<file path="src/hdl/assert_macros.svh">
//------------------------------------------------------------------------------
// assert_macros.svh
// Assertion macros shared by the RTL.
//------------------------------------------------------------------------------
`ifndef ASSERT_MACROS_SVH
`define ASSERT_MACROS_SVH

// Implication checked at every edge outside reset.
`define ASSERT_IMPLY(label, clk, rst, ante, cons) \
  label: assert property (@(posedge clk) disable iff (rst) (ante) |-> (cons)) \
    else $error("implication check failed");

// Invariant checked at every edge outside reset.
`define ASSERT_ALWAYS(label, clk, rst, cond) \
  label: assert property (@(posedge clk) disable iff (rst) (cond)) \
    else $error("invariant check failed");

`endif

</file>
<file path="src/hdl/ivm_pkg.sv">
//------------------------------------------------------------------------------
// ivm_pkg
// Shared types and constants of the interval value map.
//------------------------------------------------------------------------------
package ivm_pkg;

  localparam logic [1:0] ST_DONE  = 2'd0;
  localparam logic [1:0] ST_EMPTY = 2'd1;
  localparam logic [1:0] ST_FULL  = 2'd2;

  localparam logic [7:0] INIT_VALUE_RESET = 8'd65;

  localparam int IN_DATA_BITS  = 72;
  localparam int OUT_DATA_BITS = 24;

  // controller to datapath
  typedef struct packed {
    logic start;  // load transaction, reset scan
    logic rd;     // read entry at scan index
    logic ev;     // evaluate read entry
    logic tail;   // evaluate past the last entry
    logic fin;    // load result, commit table
  } ivm_cmd_t;

  // datapath to controller
  typedef struct packed {
    logic consumed;
    logic last;
    logic stop;
    logic tail_done;
    logic is_empty;
    logic is_lookup;
  } ivm_sts_t;

endpackage

</file>
<file path="src/hdl/ivm_ctrl.sv">
//------------------------------------------------------------------------------
// ivm_ctrl
// Sequencer for table scans and result handoff.
//------------------------------------------------------------------------------
module ivm_ctrl import ivm_pkg::*; (
  input  logic     clk,
  input  logic     rst,
  input  logic     in_valid,
  output logic     in_ready,
  output logic     out_valid,
  input  logic     out_ready,
  output ivm_cmd_t cmd,
  input  ivm_sts_t sts
);

  typedef enum logic [2:0] {S_IDLE, S_CHK, S_RD, S_EV, S_TAIL, S_FIN} state_t;

  state_t state;
  state_t state_next;
  logic   load;

  assign in_ready = (state == S_IDLE);
  assign load     = (state == S_FIN) && (!out_valid || out_ready);

  always_comb begin
    cmd        = '0;
    state_next = state;
    unique case (state)
      S_IDLE: begin
        if (in_valid) begin
          cmd.start  = 1'b1;
          state_next = S_CHK;
        end
      end
      S_CHK: begin
        state_next = (sts.is_lookup || !sts.is_empty) ? S_RD : S_FIN;
      end
      S_RD: begin
        cmd.rd     = 1'b1;
        state_next = S_EV;
      end
      S_EV: begin
        cmd.ev = 1'b1;
        priority if (sts.stop) begin
          state_next = S_FIN;
        end else if (sts.last) begin
          state_next = S_TAIL;
        end else if (sts.consumed) begin
          state_next = S_RD;
        end else begin
          state_next = S_EV;
        end
      end
      S_TAIL: begin
        cmd.tail = 1'b1;
        if (sts.tail_done) begin
          state_next = S_FIN;
        end
      end
      S_FIN: begin
        if (load) begin
          cmd.fin    = 1'b1;
          state_next = S_IDLE;
        end
      end
      default: state_next = S_IDLE;
    endcase
  end

  always_ff @(posedge clk) begin
    if (rst) begin
      state     <= S_IDLE;
      out_valid <= 1'b0;
    end else begin
      state <= state_next;
      if (load) begin
        out_valid <= 1'b1;
      end else if (out_ready) begin
        out_valid <= 1'b0;
      end
    end
  end

endmodule

</file>
<file path="config.mk">
export PLATFORM = sky130hd
export DESIGN_NAME = ivm_ctrl
export DESIGN_NICKNAME = d
export VERILOG_FILES = /design/src/hdl/assert_macros.svh /design/src/hdl/ivm_pkg.sv /design/src/hdl/ivm_ctrl.sv
export SDC_FILE = /design/constraint.sdc
export NUM_CORES = 1
export LEC_CHECK = 0
export ABC_AREA = 1
export BUFFER_PORTS_ARGS = -buffer_cell sky130_fd_sc_hd__buf_4
export CAP_MARGIN = 25
export CORE_AREA = 3 3 40 42
export DETAILED_ROUTE_END_ITERATION = 8
export DIE_AREA = 0 0 43 45
export HOLD_SLACK_MARGIN = 0.12
export PLACE_DENSITY = 0.54
export SLEW_MARGIN = 20
export SYNTH_ARGS = -nofsm -noshare
export SYNTH_HDL_FRONTEND = slang
export SYNTH_SLANG_ARGS = --single-unit
</file>
<file path="constraint.sdc">
create_clock -name clk -period 1.2 [get_ports clk]
set_input_delay 0.3 -clock clk [delete_from_list [all_inputs] [get_ports clk]]
set_output_delay 0.3 -clock clk [all_outputs]
set_load 0.005 [all_outputs]
</file>
==> results.sh <==
export IMPL_syn_area_um2=295
export IMPL_yosysTopAreaCell="dfxtp_1"
export IMPL_drt_pass1_iterations=2
export IMPL_yosysSeqAreaShare_pct=27.1
export IMPL_ys_ff_latch=4
export IMPL_drt_total_wl_um=823
export IMPL_crit_path_end_kind="output pin"
export IMPL_final_nets=84
export IMPL_r2r_end="state[2]"
export IMPL_cts_tree="done"
export IMPL_slew_violations=0
export IMPL_drt_iter0_drc=3
export IMPL_yosysUniqueCellTypes=17
export IMPL_peakVddDrop_v=0.000443
export IMPL_grt_overflow=0
export IMPL_coreArea_um2=1280
export IMPL_num_rows=13
export IMPL_insertedDiodeCount=0
export IMPL_critPathLaunchType="register"
export IMPL_start_util_pct=23.0
export IMPL_use_met2_pct=15.3
export IMPL_dp_hpwl_um=599
export IMPL_worst_path_max_fanout=5
export IMPL_synth_area_leaders="dfxtp_1, inv_1, nand3_1, nand2_1, nor2_1"
export IMPL_drive_gt1_share_pct=59.7
export IMPL_worstRegToRegCells=7
export IMPL_grt_max_degree=8
export IMPL_power_density_nw_per_um2=1090
export IMPL_cts_sinks=4
export IMPL_use_met3_pct=2.79
export IMPL_critPathArrivalTime_ns=1.00
export IMPL_htreeDepth=1
export IMPL_grt_pass1_vias=340
export IMPL_yosysWarnings=0
export IMPL_tns_ns=-0.314
export IMPL_vias=376
export IMPL_cts_clk_slew_worst_paths_ns=0.04
export IMPL_hold_start="rst"
export IMPL_syn_avg_cell_area_um2=5.91
export IMPL_antenna_left=0
export IMPL_fin_skew_ns=0.00309
export IMPL_gp_congestion=0.665
export IMPL_grt_util_met1_pct=8.87
export IMPL_relSlewSlack_pct=89.6
export IMPL_drc=0
export IMPL_tightest_slew_ns=0.155
export IMPL_setup_ws_ns=-0.0964
export IMPL_hold_ws_ns=0.235
export IMPL_synth_top_area_share_pct=27.1
export IMPL_violations="negative setup slack"
export IMPL_hold_depth=2
export IMPL_hold_buffers=0
export IMPL_place_area_um2=427
export IMPL_p_leak_nw=0.278
export IMPL_area_growth_pct=87.7
export IMPL_post_route_period_util_pct=108
export IMPL_cts_buffers=3
export IMPL_synth_nets=60
export IMPL_antenna_found_initial=0
export IMPL_timing_reg2reg_setup_slack_ns=0.07
export IMPL_maxCapViolations=0
export IMPL_postLayoutCoreUtil_pct=43.1
export IMPL_routedWlPerCell_um=9.46
export IMPL_clock_path_buffers=2
export IMPL_setup_violations=6
export IMPL_crit_type="reg2out"
export IMPL_fillCellCount=138
export IMPL_fp_dieW_um=43
export IMPL_crit_required_ns=0.90
export IMPL_hold_end="state[0]"
export IMPL_track_usage_pct=8.89
export IMPL_status="complete, but fails checks"
export IMPL_viasPerCell=4.32
export IMPL_io_pins=17
export IMPL_timing_rr_start="state[0]"
export IMPL_die_h_um=45
export IMPL_grt_pass1_wl_um=1250
export IMPL_die_area_um2=1940
export IMPL_max_freq_mhz=771
export IMPL_fin_crit_ns=1.30
export IMPL_layout_commonest_cell="buf_4"
export IMPL_grt_busiest_layer="met2"
export IMPL_timing_final_hold_violations=0
export IMPL_fin_area_um2=554
export IMPL_mostFrequentLayoutCells="buf_4, inv_1, nand2_1"
export IMPL_root_buffer="clkbuf_4"
export IMPL_port_buffer_count=16
export IMPL_worst_hold_path_type="in2reg"
export IMPL_synthCells=50
export IMPL_worstSkewPairLatency_ns=0.24
export IMPL_rsz0062_at_grt="yes"
critical path, cell delays in order (launching register included):
cell     delay [ns]
dfxtp_4        0.36
nor2_4         0.14
nand2_4        0.07
nor2_2         0.08
buf_4          0.11
area by class of cell:
class	instances	area, um^2	share of cell area [%]
Sequential cell	4	91.3	16.5
Inverter	11	46.3	8.35
Timing Repair Buffer	20	154	27.8
Multi-Input combinational cell	34	221	40.0
Tap cell	15	18.8	3.39
Clock buffer	3	22.5	4.06
per-layer routing:
metal | wire length, um | up-vias | share of wire, %
li1 | - | 203 | -
met4 | 18 | 0 | 2.2
met2 | 401 | 11 | 49
met1 | 355 | 160 | 43
met5 | 0 | - | 0
met3 | 47 | 2 | 5.7
through the flow:
step	setup WS [ns]	power, mW	cells
2_1_floorplan	0.146	0.259	50
3_3_place_gp	-0.00822	0.336	80
3_5_place_dp	0.00327	0.337	80
4_1_cts	-0.0865	0.578	88
5_1_grt	-0.153	0.651	87
6_report	-0.0964	0.604	87
flip-flops by register name, summed over array words and instances, names as in the netlist:
| name | count |
|---|---|
| state | 3 |
| out_valid | 1 |
worst max path at each step:
stage               startpoint        to  slack [ns]
global placement        sts[4]  state[2]      -0.008
detailed placement      sts[4]  state[2]       0.003
finish                state[0]    cmd[4]        -0.1
floorplan             state[2]    cmd[0]        0.15
global route          state[0]    cmd[4]       -0.15
CTS                   state[0]    cmd[4]       -0.09
power by group:
group          switching, mW  internal (mW)
clock network         0.0544          0.112
logic                  0.118          0.138
registers             0.0316          0.150
total                  0.204          0.400
cells in the mapped netlist (all sizes together):
cell type  number
nand2           8
nor2            9
dfxtp           4
o211ai          1
nand3           7
o21ai           2
a21oi           4
buf             1
nor3            1
or2             1
inv            11
o21bai          1
kinds of logic after synthesis:
kind of cell / Yosys count / share of synthesized area (%)
DFF: 4 / 27.1
buffers and inverters: 12 / 16.5
AOI/OAI and AO/OA: 8 / 16.5
and+or+nand+nor: 26 / 39.8
repair_timing:
action,in CTS,in global routing
setup buffers,5,0
gates resized for setup,13,11
pin swaps,2,4
endpoints found under the setup margin,6,8
No activity file was read; power rests on OpenSTA's default activity.
